File: config.mk
export PLATFORM = sky130hd
export DESIGN_NAME = lfu_cache_table_core
export DESIGN_NICKNAME = d
export VERILOG_FILES = /design/src/hdl/lct_pkg.sv /design/src/hdl/lct_ram.sv /design/src/hdl/lct_ctrl.sv /design/src/hdl/lct_dp.sv /design/src/hdl/lfu_cache_table_core.sv
export SDC_FILE = /design/constraint.sdc
export NUM_CORES = 2
export LEC_CHECK = 0
export BUFFER_PORTS_ARGS = -buffer_cell sky130_fd_sc_hd__buf_2
export CELL_PAD_IN_SITES_DETAIL_PLACEMENT = 0
export CELL_PAD_IN_SITES_GLOBAL_PLACEMENT = 1
export CORE_MARGIN = 5
export CORE_UTILIZATION = 50
export CTS_CLUSTER_DIAMETER = 120
export DETAILED_ROUTE_END_ITERATION = 6
export PLACE_DENSITY_LB_ADDON = 0.1
export RECOVER_POWER = 50
export REMOVE_ABC_BUFFERS = 1
export SLEW_MARGIN = 10
export SYNTH_ARGS = -nofsm -noshare
export SYNTH_HDL_FRONTEND = slang
export SYNTH_SLANG_ARGS = --single-unit
File: constraint.sdc
create_clock -name clk -period 9.6 [get_ports clk]
set_input_delay 1.44 -clock clk [delete_from_list [all_inputs] [get_ports clk]]
set_output_delay 1.44 -clock clk [all_outputs]
set_load 0.005 [all_outputs]
File: src/hdl/lct_pkg.sv
// Shared types and constants for the LFU cache table.
// Used by lct_ctrl, lct_dp and lfu_cache_table_core. No dependencies.
package lct_pkg;

  localparam int KEY_W   = 17;
  localparam int VALUE_W = 30;
  localparam int CLOCK_W = 32;
  localparam int CAP_W   = 5;
  localparam int PADDR_W = 3;
  localparam int PDATA_W = 32;

  localparam logic [CAP_W-1:0] CAP_RESET = 5'd16;

  // operation codes on the mode input
  localparam logic MODE_GET = 1'b0;
  localparam logic MODE_PUT = 1'b1;

  // register index, taken from paddr[2]
  localparam logic REG_CAPACITY = 1'b0;

  typedef struct packed {
    logic clr_wr;     // write an empty entry at the sweep counter
    logic scan_init;  // capture item, clear scan accumulators
    logic rd;         // read entry at the sweep counter
    logic finish;     // write back, update clock, load result
  } lct_cmd_t;

  typedef struct packed {
    logic cnt_last;   // sweep counter at the last entry
    logic out_free;   // result register can take a new result
  } lct_status_t;

endpackage

File: src/hdl/lct_ram.sv
// Generic single-write, single-read RAM with registered read data.
// No dependencies.
module lct_ram #(
  parameter int WIDTH = 8,
  parameter int DEPTH = 16
) (
  input  logic                                     clk,
  input  logic                                     we,
  input  logic [((DEPTH > 1) ? $clog2(DEPTH) : 1)-1:0] waddr,
  input  logic [WIDTH-1:0]                         wdata,
  input  logic                                     re,
  input  logic [((DEPTH > 1) ? $clog2(DEPTH) : 1)-1:0] raddr,
  output logic [WIDTH-1:0]                         rdata
);

  logic [WIDTH-1:0] mem [DEPTH];

  always_ff @(posedge clk) begin
    if (we) begin
      mem[waddr] <= wdata;
    end
    if (re) begin
      rdata <= mem[raddr];
    end
  end

endmodule

File: src/hdl/lct_ctrl.sv
// Sequencer for the LFU cache table: clearing sweep, scan, write-back.
// Depends on lct_pkg for the command and status structs.
module lct_ctrl (
  input  logic                clk,
  input  logic                rst,
  input  logic                in_valid,
  output logic                in_ready,
  input  lct_pkg::lct_status_t status,
  output lct_pkg::lct_cmd_t    cmd
);
  import lct_pkg::*;

  typedef enum logic [4:0] {
    S_CLEAR  = 5'b00001,
    S_IDLE   = 5'b00010,
    S_SCAN   = 5'b00100,
    S_DRAIN  = 5'b01000,
    S_FINISH = 5'b10000
  } state_t;

  state_t state, state_next;

  always_ff @(posedge clk) begin
    if (rst) begin
      state <= S_CLEAR;
    end else begin
      state <= state_next;
    end
  end

  always_comb begin
    state_next = state;
    cmd        = '0;
    in_ready   = 1'b0;
    unique case (state)
      S_CLEAR: begin
        cmd.clr_wr = 1'b1;
        if (status.cnt_last) state_next = S_IDLE;
      end
      S_IDLE: begin
        in_ready = 1'b1;
        if (in_valid) begin
          cmd.scan_init = 1'b1;
          state_next    = S_SCAN;
        end
      end
      S_SCAN: begin
        cmd.rd = 1'b1;
        if (status.cnt_last) state_next = S_DRAIN;
      end
      // last read word is folded in here
      S_DRAIN: begin
        state_next = S_FINISH;
      end
      S_FINISH: begin
        if (status.out_free) begin
          cmd.finish = 1'b1;
          state_next = S_IDLE;
        end
      end
      default: begin
        state_next = S_CLEAR;
      end
    endcase
  end

endmodule

File: src/hdl/lct_dp.sv
// Datapath for the LFU cache table: entry RAM, scan accumulators, victim
// choice, write-back and result register. Depends on lct_pkg and lct_ram.
module lct_dp #(
  parameter int ENTRIES  = 16,
  parameter int USE_BITS = 16
) (
  input  logic                          clk,
  input  logic                          rst,
  input  lct_pkg::lct_cmd_t             cmd,
  output lct_pkg::lct_status_t          status,
  input  logic [lct_pkg::CAP_W-1:0]     capacity,
  input  logic                          mode,
  input  logic [lct_pkg::KEY_W-1:0]     key,
  input  logic [lct_pkg::VALUE_W-1:0]   value,
  output logic                          out_valid,
  input  logic                          out_ready,
  output logic                          hit,
  output logic [lct_pkg::VALUE_W-1:0]   read_value,
  output logic                          evicted,
  output logic [lct_pkg::KEY_W-1:0]     evicted_key
);
  import lct_pkg::*;

  localparam int IDX_W    = (ENTRIES > 1) ? $clog2(ENTRIES) : 1;
  localparam int CNT_W    = $clog2(ENTRIES + 1);
  localparam int CMP_W    = (CNT_W > CAP_W) ? CNT_W : CAP_W;
  localparam int LU_LSB   = 0;
  localparam int USES_LSB = CLOCK_W;
  localparam int VAL_LSB  = USES_LSB + USE_BITS;
  localparam int KEY_LSB  = VAL_LSB + VALUE_W;
  localparam int VLD_BIT  = KEY_LSB + KEY_W;
  localparam int WORD_W   = VLD_BIT + 1;

  logic [IDX_W-1:0]   cnt;
  logic               rd_q;
  logic [IDX_W-1:0]   proc_idx;
  logic [WORD_W-1:0]  rdata;
  logic               ram_we;
  logic [IDX_W-1:0]   ram_waddr;
  logic [WORD_W-1:0]  ram_wdata;

  logic               mode_q;
  logic [KEY_W-1:0]   key_q;
  logic [VALUE_W-1:0] value_q;
  logic [CLOCK_W-1:0] use_clock;

  logic [CNT_W-1:0]    valid_cnt;
  logic                found;
  logic [IDX_W-1:0]    found_idx;
  logic [VALUE_W-1:0]  found_value;
  logic [USE_BITS-1:0] found_uses;
  logic                free_found;
  logic [IDX_W-1:0]    free_idx;
  logic                vic_found;
  logic [IDX_W-1:0]    vic_idx;
  logic [KEY_W-1:0]    vic_key;
  logic [USE_BITS-1:0] vic_uses;
  logic [CLOCK_W-1:0]  vic_age;

  logic                w_valid;
  logic [KEY_W-1:0]    w_key;
  logic [VALUE_W-1:0]  w_value;
  logic [USE_BITS-1:0] w_uses;
  logic [CLOCK_W-1:0]  w_last;
  logic [CLOCK_W-1:0]  w_age;
  logic                w_better;

  logic [CMP_W-1:0]    cap_eff;
  logic                cap_zero;
  logic                full;
  logic                do_write;
  logic                do_evict;
  logic [IDX_W-1:0]    wr_idx;
  logic [USE_BITS-1:0] wr_uses;
  logic [VALUE_W-1:0]  wr_value;

  lct_ram #(
    .WIDTH (WORD_W),
    .DEPTH (ENTRIES)
  ) u_ram (
    .clk   (clk),
    .we    (ram_we),
    .waddr (ram_waddr),
    .wdata (ram_wdata),
    .re    (cmd.rd),
    .raddr (cnt),
    .rdata (rdata)
  );

  assign w_valid = rdata[VLD_BIT];
  assign w_key   = rdata[KEY_LSB +: KEY_W];
  assign w_value = rdata[VAL_LSB +: VALUE_W];
  assign w_uses  = rdata[USES_LSB +: USE_BITS];
  assign w_last  = rdata[LU_LSB +: CLOCK_W];
  // modular age: larger means used longer ago
  assign w_age   = use_clock - w_last;
  assign w_better = !vic_found || (w_uses < vic_uses) ||
                    ((w_uses == vic_uses) && (w_age > vic_age));

  assign status.cnt_last = (cnt == IDX_W'(ENTRIES - 1));
  assign status.out_free = !out_valid || out_ready;

  always_comb begin
    cap_eff  = (CMP_W'(capacity) > CMP_W'(ENTRIES)) ? CMP_W'(ENTRIES) : CMP_W'(capacity);
    cap_zero = (capacity == '0);
    full     = (CMP_W'(valid_cnt) >= cap_eff);
    if (found) begin
      do_write = (mode_q == MODE_GET) || !cap_zero;
    end else begin
      do_write = (mode_q == MODE_PUT) && !cap_zero;
    end
    do_evict = (mode_q == MODE_PUT) && !cap_zero && !found && full;
    priority if (found) wr_idx = found_idx;
    else if (full)      wr_idx = vic_idx;
    else                wr_idx = free_idx;
    if (!found) begin
      wr_uses = USE_BITS'(1);
    end else if (found_uses == '1) begin
      wr_uses = found_uses;
    end else begin
      wr_uses = found_uses + USE_BITS'(1);
    end
    wr_value = (mode_q == MODE_PUT) ? value_q : found_value;

    ram_we    = 1'b0;
    ram_waddr = cnt;
    ram_wdata = '0;
    if (cmd.clr_wr) begin
      ram_we = 1'b1;
    end else if (cmd.finish && do_write) begin
      ram_we    = 1'b1;
      ram_waddr = wr_idx;
      ram_wdata = {1'b1, key_q, wr_value, wr_uses, use_clock};
    end
  end

  always_ff @(posedge clk) begin
    if (rst) begin
      cnt       <= '0;
      rd_q      <= 1'b0;
      use_clock <= '0;
      out_valid <= 1'b0;
    end else begin
      rd_q <= cmd.rd;
      if (cmd.scan_init) begin
        cnt <= '0;
      end else if (cmd.clr_wr || cmd.rd) begin
        cnt <= cnt + IDX_W'(1);
      end
      if (cmd.finish && do_write) begin
        use_clock <= use_clock + CLOCK_W'(1);
      end
      if (cmd.finish) begin
        out_valid <= 1'b1;
      end else if (out_ready) begin
        out_valid <= 1'b0;
      end
    end
  end

  // scan accumulators, one entry per cycle
  always_ff @(posedge clk) begin
    proc_idx <= cnt;
    if (cmd.scan_init) begin
      mode_q     <= mode;
      key_q      <= key;
      value_q    <= value;
      valid_cnt  <= '0;
      found      <= 1'b0;
      free_found <= 1'b0;
      vic_found  <= 1'b0;
    end else if (rd_q) begin
      if (w_valid) begin
        valid_cnt <= valid_cnt + CNT_W'(1);
        if (!found && (w_key == key_q)) begin
          found       <= 1'b1;
          found_idx   <= proc_idx;
          found_value <= w_value;
          found_uses  <= w_uses;
        end
        if (w_better) begin
          vic_found <= 1'b1;
          vic_idx   <= proc_idx;
          vic_key   <= w_key;
          vic_uses  <= w_uses;
          vic_age   <= w_age;
        end
      end else if (!free_found) begin
        free_found <= 1'b1;
        free_idx   <= proc_idx;
      end
    end
  end

  always_ff @(posedge clk) begin
    if (cmd.finish) begin
      hit         <= found;
      read_value  <= (found && (mode_q == MODE_GET)) ? found_value : '0;
      evicted     <= do_evict;
      evicted_key <= do_evict ? vic_key : '0;
    end
  end

endmodule

File: src/hdl/lfu_cache_table_core.sv
// Top level of the LFU cache table: APB capacity register, sequencer and
// datapath. Depends on lct_pkg, lct_ctrl and lct_dp (which holds lct_ram).
//
//   port group   handshake                    carries
//   in           in_valid / in_ready          mode, key, value
//   out          out_valid / out_ready        hit, read_value, evicted, evicted_key
//   apb          psel, penable, pready        capacity_in_use at paddr 0
//
// An item passes the accept state, one entry RAM read per cycle over all
// slots (match, free slot, victim), a drain state for the last read word and
// the write-back. The write-back waits while the result register is full
// and not taken. After reset a clearing sweep over all ENTRIES slots empties
// the table; no item is taken during it, APB writes are.
module lfu_cache_table_core #(
  parameter int ENTRIES  = 16,
  parameter int USE_BITS = 16
) (
  input  logic                          clk,
  input  logic                          rst,
  input  logic                          in_valid,
  output logic                          in_ready,
  input  logic                          mode,
  input  logic [lct_pkg::KEY_W-1:0]     key,
  input  logic [lct_pkg::VALUE_W-1:0]   value,
  output logic                          out_valid,
  input  logic                          out_ready,
  output logic                          hit,
  output logic [lct_pkg::VALUE_W-1:0]   read_value,
  output logic                          evicted,
  output logic [lct_pkg::KEY_W-1:0]     evicted_key,
  input  logic                          psel,
  input  logic                          penable,
  input  logic                          pwrite,
  input  logic [lct_pkg::PADDR_W-1:0]   paddr,
  input  logic [lct_pkg::PDATA_W-1:0]   pwdata,
  output logic [lct_pkg::PDATA_W-1:0]   prdata,
  output logic                          pready
);
  import lct_pkg::*;

  logic [CAP_W-1:0] capacity_in_use;
  lct_cmd_t         cmd;
  lct_status_t      status;

  assign pready = 1'b1;

  always_ff @(posedge clk) begin
    if (rst) begin
      capacity_in_use <= CAP_RESET;
    end else if (psel && penable && pwrite && pready && (paddr[2] == REG_CAPACITY)) begin
      capacity_in_use <= pwdata[CAP_W-1:0];
    end
  end

  assign prdata = (paddr[2] == REG_CAPACITY) ? PDATA_W'(capacity_in_use) : '0;

  lct_ctrl u_ctrl (
    .clk      (clk),
    .rst      (rst),
    .in_valid (in_valid),
    .in_ready (in_ready),
    .status   (status),
    .cmd      (cmd)
  );

  lct_dp #(
    .ENTRIES  (ENTRIES),
    .USE_BITS (USE_BITS)
  ) u_dp (
    .clk         (clk),
    .rst         (rst),
    .cmd         (cmd),
    .status      (status),
    .capacity    (capacity_in_use),
    .mode        (mode),
    .key         (key),
    .value       (value),
    .out_valid   (out_valid),
    .out_ready   (out_ready),
    .hit         (hit),
    .read_value  (read_value),
    .evicted     (evicted),
    .evicted_key (evicted_key)
  );

endmodule
==> results by group <==
Detailed routing
  – TritonRoute pass-1 iters: 5
  – Starting DRT DRC Count: 3266
  – Final WL: 171000 um
  – DRC Markers: 0
  – Antenna-violating nets left: 0
  – Routed wire length per instance: 29.2 um
  – DR vias: 35340
  – Routed vias/inst: 6.01

Global route
  – First-pass GRT wire length: around 250000 um
  – Total track usage: 22.0%
  – Initial antenna violation count: 2
  – Total grt overflow: 0
  – Vias in the first global route: 36784
  – Largest net degree at the start of global routing: about 170

Critical path
  – Crit path launch type: flip-flop
  – Max Fanout on Critical Path: 59
  – Crit Path Category: flip-flop to flip-flop
  – Crit end category: flip-flop
  – Worst EP arrival: 7.22 ns
  – CP required: 9.67 ns

Timing
  – Worst clock skew: 0.0645 ns
  – Slew margin rel.: -215%
  – Hold Fails Final Rpt: 0
  – Highest Clock Rate: ~140 MHz
  – Final slew viol count: 601
  – Setup Total Neg Slack: 0 ns
  – Setup slack after layout: 2.45 ns
  – Fin crit period: 7.15 ns
  – Fin crit share: around three quarters
  – Hold_ws: ~0.42 ns
  – Final count of negative-setup-slack endpoints: 0
  – Worst Tran Pin Value: roughly 4.7 ns
  – RSZ-0062 raised after global routing: false

Synthesis
  – Synth cell types: between 70 and 80
  – Synth Flop Type: edfxtp_1
  – Flip-flop and latch count after synthesis: 1912
  – Post-Synthesis Cells: ~3600
  – Post-synth EDFFs: 1852
  – Post-synth ARST share: 0%
  – Synthesis Warnings: 0
  – Post-synthesis sequential area ratio: 75.9%
  – Synth Area per Inst: 21.1 um2
  – Post-Synthesis Cell Area: 74800 um2

Clock tree
  – # hold bufs at CTS: 0
  – TritonCTS clock tree: built
  – Root buffer cell: clkbuf_16
  – Worst-path clk slew: 0.06 ns
  – Setup Buffers After CTS: 0
  – Cts repair resizes: 0
  – Clk_lat worst skew: 0.82 ns
  – H-tree depth: 4
  – CTS sink count: 1912
  – TritonCTS Buffers: between 150 and 200
  – Clock Tree Buf Depth: 3

Power and ir drop
  – Logic pwr share: 15.8%
  – Reg power frac: 49.2%
  – Cell internal pwr: 0.0153 W
  – Clock network power share: between 30% and 40%
  – Sw frac: 24.1%
  – Sw power: about 0.0048 W
  – Leakage: 28.9 nW
  – VDD IR max: 188 uV
  – PwrDens: 240 nW/um2
  – Pwr Total: 0.0201 W

Layout
  – Layout Nets: around 4000
  – Most frequent cells in the layout: edfxtp_1, mux4_2, clkbuf_16
  – Share of layout cells above drive strength 1: between 20% and 30%
  – Commonest non-fill, non-tap cell in the layout: edfxtp_1
  – Area Overhead vs Synth: 11.8%

Placed design
  – Buffers added on ports: 116
  – Gpl congestion: 0.798
  – Setup slack at placement: 3.64 ns
  – Post-DP HPWL: 88500 um

Job
  – Max_cap viols: 14

Floorplan
  – Core area: 149000 um2
  – Die height: roughly 400 um
  – Die Area: ~160000 um2
  – Die width: 397 um
  – Top Ports: 174
  – Initial core utilization: 50.1%
  – Placement row count: 142

Hold path
  – Hold Path Class: flip-flop to flip-flop

Outcome
  – Failing checks: max-capacitance violations, max-slew violations
  – Status: complete, but fails checks
metal layers:
metal	GRT usage, %	wire length [um]	vias up
li1	-	-	14949
met1	32.1	73900	18998
met2	36.2	85000	1161
met3	3.15	9610	232
met4	4.47	3010	0
met5	0	0	-
synthesized netlist by cell type (all sizes together), types with 5 or more instances:
master	instances	share of area, %
buf	87	0.65
o21bai	5	0.050
o211ai	6	0.060
and3	11	0.092
nor4	5	0.042
clkbuf	87	0.44
or3	5	0.042
dfxtp	60	1.6
and2	98	0.82
o21ai	41	0.30
xor2	58	0.68
nor3	23	0.16
or2	5	0.042
inv	105	0.53
edfxtp	1852	74
nand2	66	0.33
a21oi	57	0.38
ha	88	1.5
nand3	31	0.21
nor2	139	0.70
nand2b	11	0.092
xnor2	32	0.37
mux2i	40	0.53
a21o	42	0.42
o21a	9	0.090
nand4	31	0.27
a211oi	13	0.14
mux4	480	14
nor2b	16	0.14
registers in the layout, indices dropped and copies added, names as in the netlist, 30 cells and up:
signal and cells:
u_dp.vic_age 32, u_dp.u_ram.rdata 96, u_dp.use_clock 32, u_dp.read_value 30
u_dp.found_value 30, u_dp.u_ram.mem 1536, u_dp.value_q 30
cells by family (layout without fill, tap and decap cells):
logic type	count (synthesis)	in the layout	synth area share [%]
AO/OA/AOI/OAI	207	207	1.84
buffers and inverters	279	636	1.62
other	2	30	0.0100
adder cells (fa/ha/maj)	89	89	1.50
flip-flops	1912	1912	75.9
AND/OR/NAND/NOR	453	453	3.07
multiplexers	521	521	15.0
XOR/XNOR	90	90	1.05
metrics by stage:
step / cells / area [um2] / utilization (%)
3_3_place_gp: 5529 / 78000 / 52.2
4_1_cts: 5880 / 83900 / 56.2
2_1_floorplan: 3405 / 74100 / -
5_1_grt: 5880 / 83700 / 56.1
6_report: 5882 / 83700 / 56.1
3_5_place_dp: 5529 / 78000 / 52.2
worst max-delay path, cell delays in order, from the launching register on:
cell and delay [ns]:
dfxtp_1 0.47, nor2_1 0.09, nand3_1 0.18, clkinvlp_2 3.49
clkbuf_1 2.06
area by class of cell:
type	count	area, um2
Clock inverter	118	883
Clock buffer	233	5050
Antenna cell	2	5.00
Inverter	105	397
Sequential cell	1912	56800
Multi-Input combinational cell	1388	17000
Tap cell	1944	2430
Fill cell	11142	65500
Timing Repair Buffer	180	1100
power by group through the flow:
stage | sequential [W] | combinational, W | clock (W)
6_report | 0.00989 | 0.00317 | 0.00704
5_1_grt | 0.00993 | 0.00341 | 0.00757
4_1_cts | 0.00989 | 0.00323 | 0.00719
3_5_place_dp | 0.0101 | 0.00322 | 0
3_3_place_gp | 0.0100 | 0.00319 | 0
2_1_floorplan | 0.0105 | 0.00360 | 0
final timing paths:
check,cells past startpoint,slack [ns],to,startpoint
min reg2reg,0,0.42,u_dp.found_value[1],u_dp.u_ram.rdata[49]
max reg2reg,4,2.45,u_dp.u_ram.rdata[13],u_ctrl.state[3]
min,0,0.42,u_dp.found_value[1],u_dp.u_ram.rdata[49]
max,4,2.45,u_dp.u_ram.rdata[13],u_ctrl.state[3]
Power figures use the tool's default switching activity.
